[src/rtl/one_wire_bus_master_unit_defines.svh]
// shared assertion macros
`ifndef ONE_WIRE_BUS_MASTER_UNIT_DEFINES_SVH
`define ONE_WIRE_BUS_MASTER_UNIT_DEFINES_SVH

// same-cycle implication, checked out of reset
`define OWBM_ASSERT_NOW(lbl, ante, cons, msg) \
	lbl: assert property (@(posedge clk) disable iff (!arst_n) (ante) |-> (cons)) \
		else $error(msg);

// next-cycle implication, checked out of reset
`define OWBM_ASSERT_NEXT(lbl, ante, cons, msg) \
	lbl: assert property (@(posedge clk) disable iff (!arst_n) (ante) |=> (cons)) \
		else $error(msg);

`endif

[src/rtl/owbm_pkg.sv]
package owbm_pkg;

	localparam int CFG_W     = 16;
	localparam int CFG_NUM   = 8;
	localparam int CFG_IDX_W = 3;

	// register indexes
	localparam logic [CFG_IDX_W-1:0] REG_RESET_LOW     = 3'd0;
	localparam logic [CFG_IDX_W-1:0] REG_PRESENCE_WAIT = 3'd1;
	localparam logic [CFG_IDX_W-1:0] REG_RESET_REC     = 3'd2;
	localparam logic [CFG_IDX_W-1:0] REG_WRITE_LOW     = 3'd3;
	localparam logic [CFG_IDX_W-1:0] REG_READ_LOW      = 3'd4;
	localparam logic [CFG_IDX_W-1:0] REG_READ_SAMPLE   = 3'd5;
	localparam logic [CFG_IDX_W-1:0] REG_SLOT_HOLD     = 3'd6;
	localparam logic [CFG_IDX_W-1:0] REG_SLOT_REC      = 3'd7;

	// reset values, entry 0 in the lowest slot
	localparam logic [CFG_NUM-1:0][CFG_W-1:0] CFG_RESET = {
		16'd2, 16'd50, 16'd10, 16'd2, 16'd10, 16'd500, 16'd70, 16'd500
	};

	// request codes
	localparam logic [1:0] REQ_TICK  = 2'd0;
	localparam logic [1:0] REQ_RESET = 2'd1;
	localparam logic [1:0] REQ_WRITE = 2'd2;
	localparam logic [1:0] REQ_READ  = 2'd3;

	// stream layouts
	localparam int IN_TDATA_W  = 16;
	localparam int OUT_TDATA_W = 16;

	localparam int OUT_DRIVE    = 0;
	localparam int OUT_BUSY     = 1;
	localparam int OUT_DONE     = 2;
	localparam int OUT_PRESENCE = 3;
	localparam int OUT_RDATA_LO = 4;
	localparam int OUT_REJECTED = 12;

	// classified tick, as queued between front and back
	typedef struct packed {
		logic       start_rst;
		logic       start_wr;
		logic       start_rd;
		logic [7:0] wdata;
		logic       level;
	} owbm_item_t;

endpackage

[src/rtl/owbm_front.sv]
module owbm_front (
	input  logic                               clk,
	input  logic                               arst_n,
	input  logic                               s_tvalid,
	output logic                               s_tready,
	input  logic [owbm_pkg::IN_TDATA_W-1:0]    s_tdata,
	output logic                               q_push,
	output owbm_pkg::owbm_item_t               q_item,
	input  logic                               q_ready
);

	logic                  valid_s1;
	owbm_pkg::owbm_item_t  item_s1;
	owbm_pkg::owbm_item_t  item_dec;
	logic [1:0]            req;

	assign req = s_tdata[1:0];

	always_comb begin
		item_dec.start_rst = 1'b0;
		item_dec.start_wr  = 1'b0;
		item_dec.start_rd  = 1'b0;
		item_dec.wdata     = s_tdata[9:2];
		item_dec.level     = s_tdata[10];
		unique case (req)
			owbm_pkg::REQ_TICK:  ;
			owbm_pkg::REQ_RESET: item_dec.start_rst = 1'b1;
			owbm_pkg::REQ_WRITE: item_dec.start_wr  = 1'b1;
			owbm_pkg::REQ_READ:  item_dec.start_rd  = 1'b1;
			default:             ;
		endcase
	end

	assign s_tready = !valid_s1 || q_ready;
	assign q_push   = valid_s1 && q_ready;
	assign q_item   = item_s1;

	always_ff @(posedge clk or negedge arst_n) begin
		if (!arst_n) begin
			valid_s1 <= 1'b0;
		end else if (s_tready) begin
			valid_s1 <= s_tvalid;
		end
	end

	always_ff @(posedge clk) begin
		if (s_tvalid && s_tready) begin
			item_s1 <= item_dec;
		end
	end

endmodule

[src/rtl/owbm_queue.sv]
module owbm_queue (
	input  logic                  clk,
	input  logic                  arst_n,
	input  logic                  push,
	input  owbm_pkg::owbm_item_t  push_item,
	output logic                  push_ready,
	output logic                  head_valid,
	output owbm_pkg::owbm_item_t  head_item,
	input  logic                  pop
);

	localparam int DEPTH = 2;
	localparam int PTR_W = $clog2(DEPTH);
	localparam int CNT_W = $clog2(DEPTH + 1);

	owbm_pkg::owbm_item_t  slot_q [DEPTH];
	logic [PTR_W-1:0]      wr_ptr_q;
	logic [PTR_W-1:0]      rd_ptr_q;
	logic [CNT_W-1:0]      count_q;
	logic                  do_pop;

	assign push_ready = (count_q != CNT_W'(DEPTH));
	assign head_valid = (count_q != '0);
	assign head_item  = slot_q[rd_ptr_q];
	assign do_pop     = pop && head_valid;

	always_ff @(posedge clk or negedge arst_n) begin
		if (!arst_n) begin
			wr_ptr_q <= '0;
			rd_ptr_q <= '0;
			count_q  <= '0;
		end else begin
			if (push) begin
				wr_ptr_q <= (wr_ptr_q == PTR_W'(DEPTH - 1)) ? '0 : wr_ptr_q + 1'b1;
			end
			if (do_pop) begin
				rd_ptr_q <= (rd_ptr_q == PTR_W'(DEPTH - 1)) ? '0 : rd_ptr_q + 1'b1;
			end
			if (push && !do_pop) begin
				count_q <= count_q + 1'b1;
			end else if (!push && do_pop) begin
				count_q <= count_q - 1'b1;
			end
		end
	end

	always_ff @(posedge clk) begin
		if (push) begin
			slot_q[wr_ptr_q] <= push_item;
		end
	end

endmodule

[src/rtl/owbm_back.sv]
`include "one_wire_bus_master_unit_defines.svh"

module owbm_back #(
	parameter int COUNT_WIDTH = 16
) (
	input  logic                                clk,
	input  logic                                arst_n,
	input  logic                                cfg_we,
	input  logic [owbm_pkg::CFG_IDX_W-1:0]      cfg_index,
	input  logic [owbm_pkg::CFG_W-1:0]          cfg_data,
	input  logic                                q_valid,
	input  owbm_pkg::owbm_item_t                q_item,
	output logic                                q_pop,
	output logic                                m_tvalid,
	input  logic                                m_tready,
	output logic [owbm_pkg::OUT_TDATA_W-1:0]    m_tdata
);

	localparam int LW = (COUNT_WIDTH > owbm_pkg::CFG_W) ? COUNT_WIDTH : owbm_pkg::CFG_W;
	localparam logic [COUNT_WIDTH-1:0] CNT_MAX = '1;

	localparam logic [3:0] PH_IDLE     = 4'd0;
	localparam logic [3:0] PH_RST_LOW  = 4'd1;
	localparam logic [3:0] PH_RST_WAIT = 4'd2;
	localparam logic [3:0] PH_RST_REC  = 4'd3;
	localparam logic [3:0] PH_W_LOW    = 4'd4;
	localparam logic [3:0] PH_W_HOLD   = 4'd5;
	localparam logic [3:0] PH_W_REC    = 4'd6;
	localparam logic [3:0] PH_R_LOW    = 4'd7;
	localparam logic [3:0] PH_R_WAIT   = 4'd8;
	localparam logic [3:0] PH_R_HOLD   = 4'd9;
	localparam logic [3:0] PH_R_REC    = 4'd10;

	logic [owbm_pkg::CFG_W-1:0]  cfg_q [owbm_pkg::CFG_NUM];
	logic [owbm_pkg::CFG_W-1:0]  rwait_q;

	logic [3:0]              phase_q, phase_n;
	logic [COUNT_WIDTH-1:0]  tick_q, tick_n, tick_inc;
	logic [2:0]              bit_q, bit_n;
	logic [7:0]              shift_q, shift_n;
	logic                    pres_q, pres_n;
	logic [7:0]              rbyte_q, rbyte_n;

	logic [owbm_pkg::CFG_W-1:0]  len_raw;
	logic [LW-1:0]               len_ext;
	logic                        phase_end;
	logic                        any_start;
	logic                        done, rejected, drive;

	logic                                 m_tvalid_q;
	logic [owbm_pkg::OUT_TDATA_W-1:0]     m_tdata_q;
	logic [owbm_pkg::OUT_TDATA_W-1:0]     res_word;

	// config registers, plus the released wait before the read sample
	always_ff @(posedge clk or negedge arst_n) begin
		if (!arst_n) begin
			for (int i = 0; i < owbm_pkg::CFG_NUM; i++) begin
				cfg_q[i] <= owbm_pkg::CFG_RESET[i];
			end
			rwait_q <= owbm_pkg::CFG_RESET[owbm_pkg::REG_READ_SAMPLE]
				- owbm_pkg::CFG_RESET[owbm_pkg::REG_READ_LOW];
		end else begin
			if (cfg_we) begin
				cfg_q[cfg_index] <= cfg_data;
			end
			rwait_q <= (cfg_q[owbm_pkg::REG_READ_SAMPLE] > cfg_q[owbm_pkg::REG_READ_LOW])
				? cfg_q[owbm_pkg::REG_READ_SAMPLE] - cfg_q[owbm_pkg::REG_READ_LOW]
				: owbm_pkg::CFG_W'(1);
		end
	end

	always_comb begin
		unique case (phase_q)
			PH_RST_LOW:            len_raw = cfg_q[owbm_pkg::REG_RESET_LOW];
			PH_RST_WAIT:           len_raw = cfg_q[owbm_pkg::REG_PRESENCE_WAIT];
			PH_RST_REC:            len_raw = cfg_q[owbm_pkg::REG_RESET_REC];
			PH_W_LOW:              len_raw = cfg_q[owbm_pkg::REG_WRITE_LOW];
			PH_R_LOW:              len_raw = cfg_q[owbm_pkg::REG_READ_LOW];
			PH_R_WAIT:             len_raw = rwait_q;
			PH_W_HOLD, PH_R_HOLD:  len_raw = cfg_q[owbm_pkg::REG_SLOT_HOLD];
			default:               len_raw = cfg_q[owbm_pkg::REG_SLOT_REC];
		endcase
	end

	// zero register means one tick; count saturates at its max
	assign len_ext   = (len_raw == '0) ? LW'(1) : LW'(len_raw);
	assign tick_inc  = (tick_q == CNT_MAX) ? tick_q : tick_q + 1'b1;
	assign phase_end = (LW'(tick_inc) >= len_ext) || (tick_inc == CNT_MAX);
	assign any_start = q_item.start_rst || q_item.start_wr || q_item.start_rd;

	always_comb begin
		phase_n  = phase_q;
		tick_n   = tick_q;
		bit_n    = bit_q;
		shift_n  = shift_q;
		pres_n   = pres_q;
		rbyte_n  = rbyte_q;
		done     = 1'b0;
		rejected = 1'b0;
		if (phase_q == PH_IDLE) begin
			priority if (q_item.start_rst) begin
				phase_n = PH_RST_LOW;
			end else if (q_item.start_wr) begin
				phase_n = PH_W_LOW;
				shift_n = q_item.wdata;
				bit_n   = '0;
			end else if (q_item.start_rd) begin
				phase_n = PH_R_LOW;
				shift_n = '0;
				bit_n   = '0;
			end
		end else begin
			rejected = any_start;
			tick_n   = tick_inc;
			if (phase_end) begin
				tick_n = '0;
				unique case (phase_q)
					PH_RST_LOW:  phase_n = PH_RST_WAIT;
					PH_RST_WAIT: begin
						pres_n  = !q_item.level;
						phase_n = PH_RST_REC;
					end
					PH_RST_REC: begin
						phase_n = PH_IDLE;
						done    = 1'b1;
					end
					PH_W_LOW:    phase_n = PH_W_HOLD;
					PH_W_HOLD:   phase_n = PH_W_REC;
					PH_R_LOW:    phase_n = PH_R_WAIT;
					PH_R_WAIT: begin
						if (q_item.level) begin
							shift_n[bit_q] = 1'b1;
						end
						phase_n = PH_R_HOLD;
					end
					PH_R_HOLD:   phase_n = PH_R_REC;
					PH_W_REC, PH_R_REC: begin
						if (bit_q == 3'd7) begin
							if (phase_q == PH_R_REC) begin
								rbyte_n = shift_q;
							end
							bit_n   = '0;
							phase_n = PH_IDLE;
							done    = 1'b1;
						end else begin
							bit_n   = bit_q + 1'b1;
							phase_n = (phase_q == PH_R_REC) ? PH_R_LOW : PH_W_LOW;
						end
					end
					default:     phase_n = PH_IDLE;
				endcase
			end
		end
	end

	// drive level for the next tick, from the updated state
	always_comb begin
		if (phase_n == PH_RST_LOW || phase_n == PH_W_LOW || phase_n == PH_R_LOW) begin
			drive = 1'b1;
		end else if (phase_n == PH_W_HOLD) begin
			drive = !shift_n[bit_n];
		end else begin
			drive = 1'b0;
		end
	end

	always_comb begin
		res_word = '0;
		res_word[owbm_pkg::OUT_DRIVE]         = drive;
		res_word[owbm_pkg::OUT_BUSY]          = (phase_n != PH_IDLE);
		res_word[owbm_pkg::OUT_DONE]          = done;
		res_word[owbm_pkg::OUT_PRESENCE]      = pres_n;
		res_word[owbm_pkg::OUT_RDATA_LO +: 8] = rbyte_n;
		res_word[owbm_pkg::OUT_REJECTED]      = rejected;
	end

	assign q_pop = q_valid && (!m_tvalid_q || m_tready);

	always_ff @(posedge clk or negedge arst_n) begin
		if (!arst_n) begin
			phase_q    <= PH_IDLE;
			tick_q     <= '0;
			bit_q      <= '0;
			shift_q    <= '0;
			pres_q     <= 1'b0;
			rbyte_q    <= '0;
			m_tvalid_q <= 1'b0;
		end else begin
			if (q_pop) begin
				phase_q <= phase_n;
				tick_q  <= tick_n;
				bit_q   <= bit_n;
				shift_q <= shift_n;
				pres_q  <= pres_n;
				rbyte_q <= rbyte_n;
			end
			if (q_pop) begin
				m_tvalid_q <= 1'b1;
			end else if (m_tready) begin
				m_tvalid_q <= 1'b0;
			end
		end
	end

	always_ff @(posedge clk) begin
		if (q_pop) begin
			m_tdata_q <= res_word;
		end
	end

	assign m_tvalid = m_tvalid_q;
	assign m_tdata  = m_tdata_q;

	`OWBM_ASSERT_NOW(a_idle_clean, phase_q == PH_IDLE, tick_q == '0 && bit_q == '0,
		"idle with live counters")
	`OWBM_ASSERT_NEXT(a_start_leaves_idle, q_pop && phase_q == PH_IDLE && any_start,
		phase_q != PH_IDLE && m_tvalid && m_tdata[owbm_pkg::OUT_BUSY],
		"start did not begin a command")
	`OWBM_ASSERT_NEXT(a_busy_reject, q_pop && phase_q != PH_IDLE && any_start,
		m_tvalid && m_tdata[owbm_pkg::OUT_REJECTED], "start while busy not flagged")
	`OWBM_ASSERT_NOW(a_done_idle, q_pop && done, phase_n == PH_IDLE,
		"done without returning to idle")

endmodule

[src/rtl/one_wire_bus_master_unit.sv]
// 1-Wire bus master, one beat per bus time tick. Each input beat carries the
// request, the byte to send and the sampled bus level; each yields exactly one
// result beat with drive_low for the next tick, status, presence and the last
// byte read. A new beat is taken every clock unless the output stalls, and goes
// through the decode register, two-entry queue and output register; the back-end
// phase sequencer, updating its counters once per beat, sets that rate. The user
// must write timing registers on the cfg port only while no beat is in flight;
// the block does not enforce it. A zero value counts as one tick.
module one_wire_bus_master_unit #(
	parameter int COUNT_WIDTH = 16
) (
	input  logic                                clk,
	input  logic                                arst_n,
	input  logic                                cfg_we,
	input  logic [owbm_pkg::CFG_IDX_W-1:0]      cfg_index,
	input  logic [owbm_pkg::CFG_W-1:0]          cfg_data,
	input  logic                                s_tvalid,
	output logic                                s_tready,
	// req_type[1:0], write_data[9:2], bus_level[10], zero fill
	input  logic [owbm_pkg::IN_TDATA_W-1:0]     s_tdata,
	output logic                                m_tvalid,
	input  logic                                m_tready,
	// drive_low[0], busy_res[1], done_res[2], presence[3], read_data[11:4],
	// rejected[12], zero fill
	output logic [owbm_pkg::OUT_TDATA_W-1:0]    m_tdata
);

	logic                  push, push_ready, head_valid, pop;
	owbm_pkg::owbm_item_t  push_item, head_item;

	owbm_front u_front (
		.clk      (clk),
		.arst_n   (arst_n),
		.s_tvalid (s_tvalid),
		.s_tready (s_tready),
		.s_tdata  (s_tdata),
		.q_push   (push),
		.q_item   (push_item),
		.q_ready  (push_ready)
	);

	owbm_queue u_queue (
		.clk        (clk),
		.arst_n     (arst_n),
		.push       (push),
		.push_item  (push_item),
		.push_ready (push_ready),
		.head_valid (head_valid),
		.head_item  (head_item),
		.pop        (pop)
	);

	owbm_back #(
		.COUNT_WIDTH (COUNT_WIDTH)
	) u_back (
		.clk       (clk),
		.arst_n    (arst_n),
		.cfg_we    (cfg_we),
		.cfg_index (cfg_index),
		.cfg_data  (cfg_data),
		.q_valid   (head_valid),
		.q_item    (head_item),
		.q_pop     (pop),
		.m_tvalid  (m_tvalid),
		.m_tready  (m_tready),
		.m_tdata   (m_tdata)
	);

endmodule

[config.mk]
export PLATFORM = sky130hd
export DESIGN_NAME = one_wire_bus_master_unit
export DESIGN_NICKNAME = d
export VERILOG_FILES = /design/src/rtl/owbm_pkg.sv /design/src/rtl/owbm_front.sv /design/src/rtl/owbm_queue.sv /design/src/rtl/owbm_back.sv /design/src/rtl/one_wire_bus_master_unit.sv
export VERILOG_INCLUDE_DIRS = /design/src /design/src/rtl
export SDC_FILE = /design/constraint.sdc
export NUM_CORES = 1
export LEC_CHECK = 0
export BUFFER_PORTS_ARGS = -buffer_cell sky130_fd_sc_hd__buf_2
export CORE_MARGIN = 4
export CORE_UTILIZATION = 65
export CTS_CLUSTER_SIZE = 30
export DETAILED_ROUTE_END_ITERATION = 16
export PLACE_DENSITY = 0.89
export SETUP_SLACK_MARGIN = 0.02
export SLEW_MARGIN = 20
export SYNTH_ARGS = -nofsm -noshare
export SYNTH_HDL_FRONTEND = slang
export SYNTH_HIERARCHICAL = 1
export SYNTH_SLANG_ARGS = --single-unit
[constraint.sdc]
create_clock -name clk -period 14.84 [get_ports clk]
set_input_delay 0.742 -clock clk [delete_from_list [all_inputs] [get_ports clk]]
set_output_delay 0.742 -clock clk [all_outputs]
set_load 0.02 [all_outputs]
==> impl_metrics.env <==
export IMPL_final_util_pct=73.4
export IMPL_post_cts_buffers=0
export IMPL_critical_path_arrival_ns=6.96
export IMPL_criticalPathCategory="flop to flop"
export IMPL_drt_iter0_drc=943
export IMPL_numClockSinks=239
export IMPL_initial_utilization_pct=66.4
export IMPL_final_common_cell="dfrtp_1"
export IMPL_end_kind="flop"
export IMPL_yosys_top_cells_area="dfrtp_1 35%, mux2_2 13%, edfxtp_1 12%"
export IMPL_synthArstFlopShare_pct=79.5
export IMPL_leakagePower_nw=5.68
export IMPL_gp_congestion=0.937
export IMPL_finalHoldViolations=0
export IMPL_finalInstanceArea_um2=13200
export IMPL_overflow=0
export IMPL_dpl_hpwl_mm=18.3
export IMPL_dp_slack_ns=8.48
export IMPL_skew_ns=0.0102
export IMPL_nets=1139
export IMPL_antenna_found_initial=1
export IMPL_path_clk_slew_ns=0.06
export IMPL_die_area_um2=20600
export IMPL_cp_top_family="compound AO/OA/AOI/OAI gates"
export IMPL_syn_to_final_growth_pct=10.6
export IMPL_synth_cell_types=78
export IMPL_holdWs_ns=0.320
export IMPL_period_minus_slack_ns=6.58
export IMPL_setup_viol=0
export IMPL_relSlewSlack_pct=19.7
export IMPL_maxCapViolCount=0
export IMPL_tritoncts="yes"
export IMPL_core_um2=18000
export IMPL_cp_slowest_cell="nand2_1"
export IMPL_status="complete, no violations"
export IMPL_synth_ff_type="dfrtp_1"
export IMPL_worst_path_buf_inv=1
export IMPL_drc=0
export IMPL_drv_slew=0
export IMPL_grt_setup_unrepaired="false"
export IMPL_rr_worst_depth=21
export IMPL_synth_edf_count=49
export IMPL_grt_first_pass_wirelength_mm=46.0
export IMPL_grt_pass1_vias=8518
export IMPL_drtAntennaViolNets=0
export IMPL_timing_rr_end="u_back/m_tdata[0]"
export IMPL_std_cell_rows=49
export IMPL_r2r_start="u_back/phase_q[2]"
export IMPL_powerDensity_nw_per_um2=170
export IMPL_avgSynthCellArea_um2=11.7
export IMPL_startpoint_type="flop"
export IMPL_setup_tns_ns=0
export IMPL_max_vdd_ir_drop_mv=0.118
export IMPL_htree_levels=1
export IMPL_vias=8751
export IMPL_io_buffers=49
export IMPL_ios=58
export IMPL_dp_cells=1263
export IMPL_fp_dieW_um=144
export IMPL_fin_cells=1310
export IMPL_placed_area_um2=12400
export IMPL_wl_mm=28.9
export IMPL_cts_root_buf="clkbuf_16"
export IMPL_cp_slowest_stage_delay_ns=0.61
export IMPL_grt_usage_pct=28.1
export IMPL_netlist_area_um2=12000
export IMPL_worst_pin_slew_ns=1.20
export IMPL_cts_resized=0
export IMPL_clock_latency_ns=0.51
export IMPL_cts_made_buffers=25
export IMPL_synth_top_cell_area_share_pct=34.5
export IMPL_crit_fanout=19
export IMPL_ys_seq_area_share_pct=52.3
export IMPL_yosysWarnings=6
export IMPL_r2r_setup_slack_ns=8.26
export IMPL_cp_data_required_time_ns=15.21
export IMPL_ys_seq_elements=239
export IMPL_min_period_over_period_pct=44.4
export IMPL_hold_buffers=0
export IMPL_netlist_instances=1026
export IMPL_synth_area_leader_cell="dfrtp_1"
export IMPL_worstPathCellList="nand2b_1, and2_1, nor2_1, buf_4, a222oi_1, nand3_1, a21oi_1, nand4_1, nor4_1, a211o_1, ha_1, nand2b_1, a21o_1, a211oi_1, o21ai_0, a31oi_1, nand2_1, a311oi_1, nor3_1, a2111oi_0, o31a_1"
export IMPL_wl_per_cell_um=22.1
export IMPL_die_h_um=144
export IMPL_finalPower_mw=2.25
export IMPL_avgViaCountPerCell=6.68
export IMPL_hp_class="input port to async pin"
export IMPL_final_cell_mix="165 x dfrtp_1, 136 x mux2_2, 86 x nand2_1"
export IMPL_final_setup_worst_slack_ns=8.26
export IMPL_nFillCells=1115
export IMPL_final_layout_size_suffix_gt1_share_pct=27.3
export IMPL_fmax_ghz=0.152
export IMPL_grt_max_degree=114
export IMPL_first_pass_iters=7
export IMPL_clockBufferDepth=3
export IMPL_crit_path_frequent_cell="nand2b_1"
## cells in the mapped netlist, drive strengths merged, types with 17 or more instances
| cell | number |
|---|---|
| clkbuf | 35 |
| edfxtp | 49 |
| dfrtp | 165 |
| nand2 | 87 |
| a21oi | 38 |
| nor2 | 43 |
| dfstp | 25 |
| mux2 | 146 |
| nand3 | 28 |
| ha | 36 |
| o21ai | 56 |
| inv | 35 |
| nand4 | 17 |
| a22oi | 34 |
## where the power goes
part           switching [mW]  internal [mW]
logic                   0.406          0.275
registers               0.112          0.848
clock network           0.249          0.365
## cell families (layout without fill, tap and decap cells)
logic type	Yosys count	after routing	share of synthesized area, %
AOI/OAI and AO/OA	219	219	12.4
xor gates and xnor gates	24	24	1.76
adders and majority gates	37	37	3.93
buffers and inverters	86	138	2.96
DFF	239	239	52.3
muxes	156	156	14.9
other	1	4	0.0313
and+or+nand+nor	264	264	11.8
## cell type report
type	instances	area, µm²	area share (%)
sequential	239	6260	47.3
inverter	35	131	0.993
antenna	1	2.50	0.0189
timing repair buffer	58	325	2.46
tap	229	287	2.17
clock inverter	9	101	0.766
multi-input combinational	703	5420	40.9
clock buffer	36	707	5.34
## sequential cells by signal (all words and copies together) (netlist names), 2 cells and up
signal and cells:
u_back/bit_q 3, u_back/cfg_q 128, u_back/m_tdata 13, u_back/phase_q 4
u_back/rbyte_q 8, u_back/rwait_q 16, u_back/shift_q 8, u_back/tick_q 16
u_front/q_item 12, u_queue/count_q 2, u_queue/slot_q 24
## how the worst max path moves through the flow
stage / start / end / slack, ns / cells after the start
floorplan: u_back/phase_q[2] / u_back/m_tdata[0] / 9.62 / 22
global placement: u_back/phase_q[2] / u_back/m_tdata[0] / 8.61 / 21
detailed placement: u_back/phase_q[2] / u_back/m_tdata[0] / 8.48 / 21
CTS: u_back/phase_q[2] / u_back/m_tdata[0] / 8.39 / 21
global route: u_back/phase_q[2] / u_back/m_tdata[0] / 7.84 / 21
finish: u_back/phase_q[2] / u_back/m_tdata[0] / 8.26 / 21
## routing by layer
layer	wire [µm]	global-route usage [%]
met2	13900	45.2
met4	815	9.46
met1	11700	39.4
met3	2450	4.76
met5	0	0
Note: power is estimated with default switching activity, not from simulation.
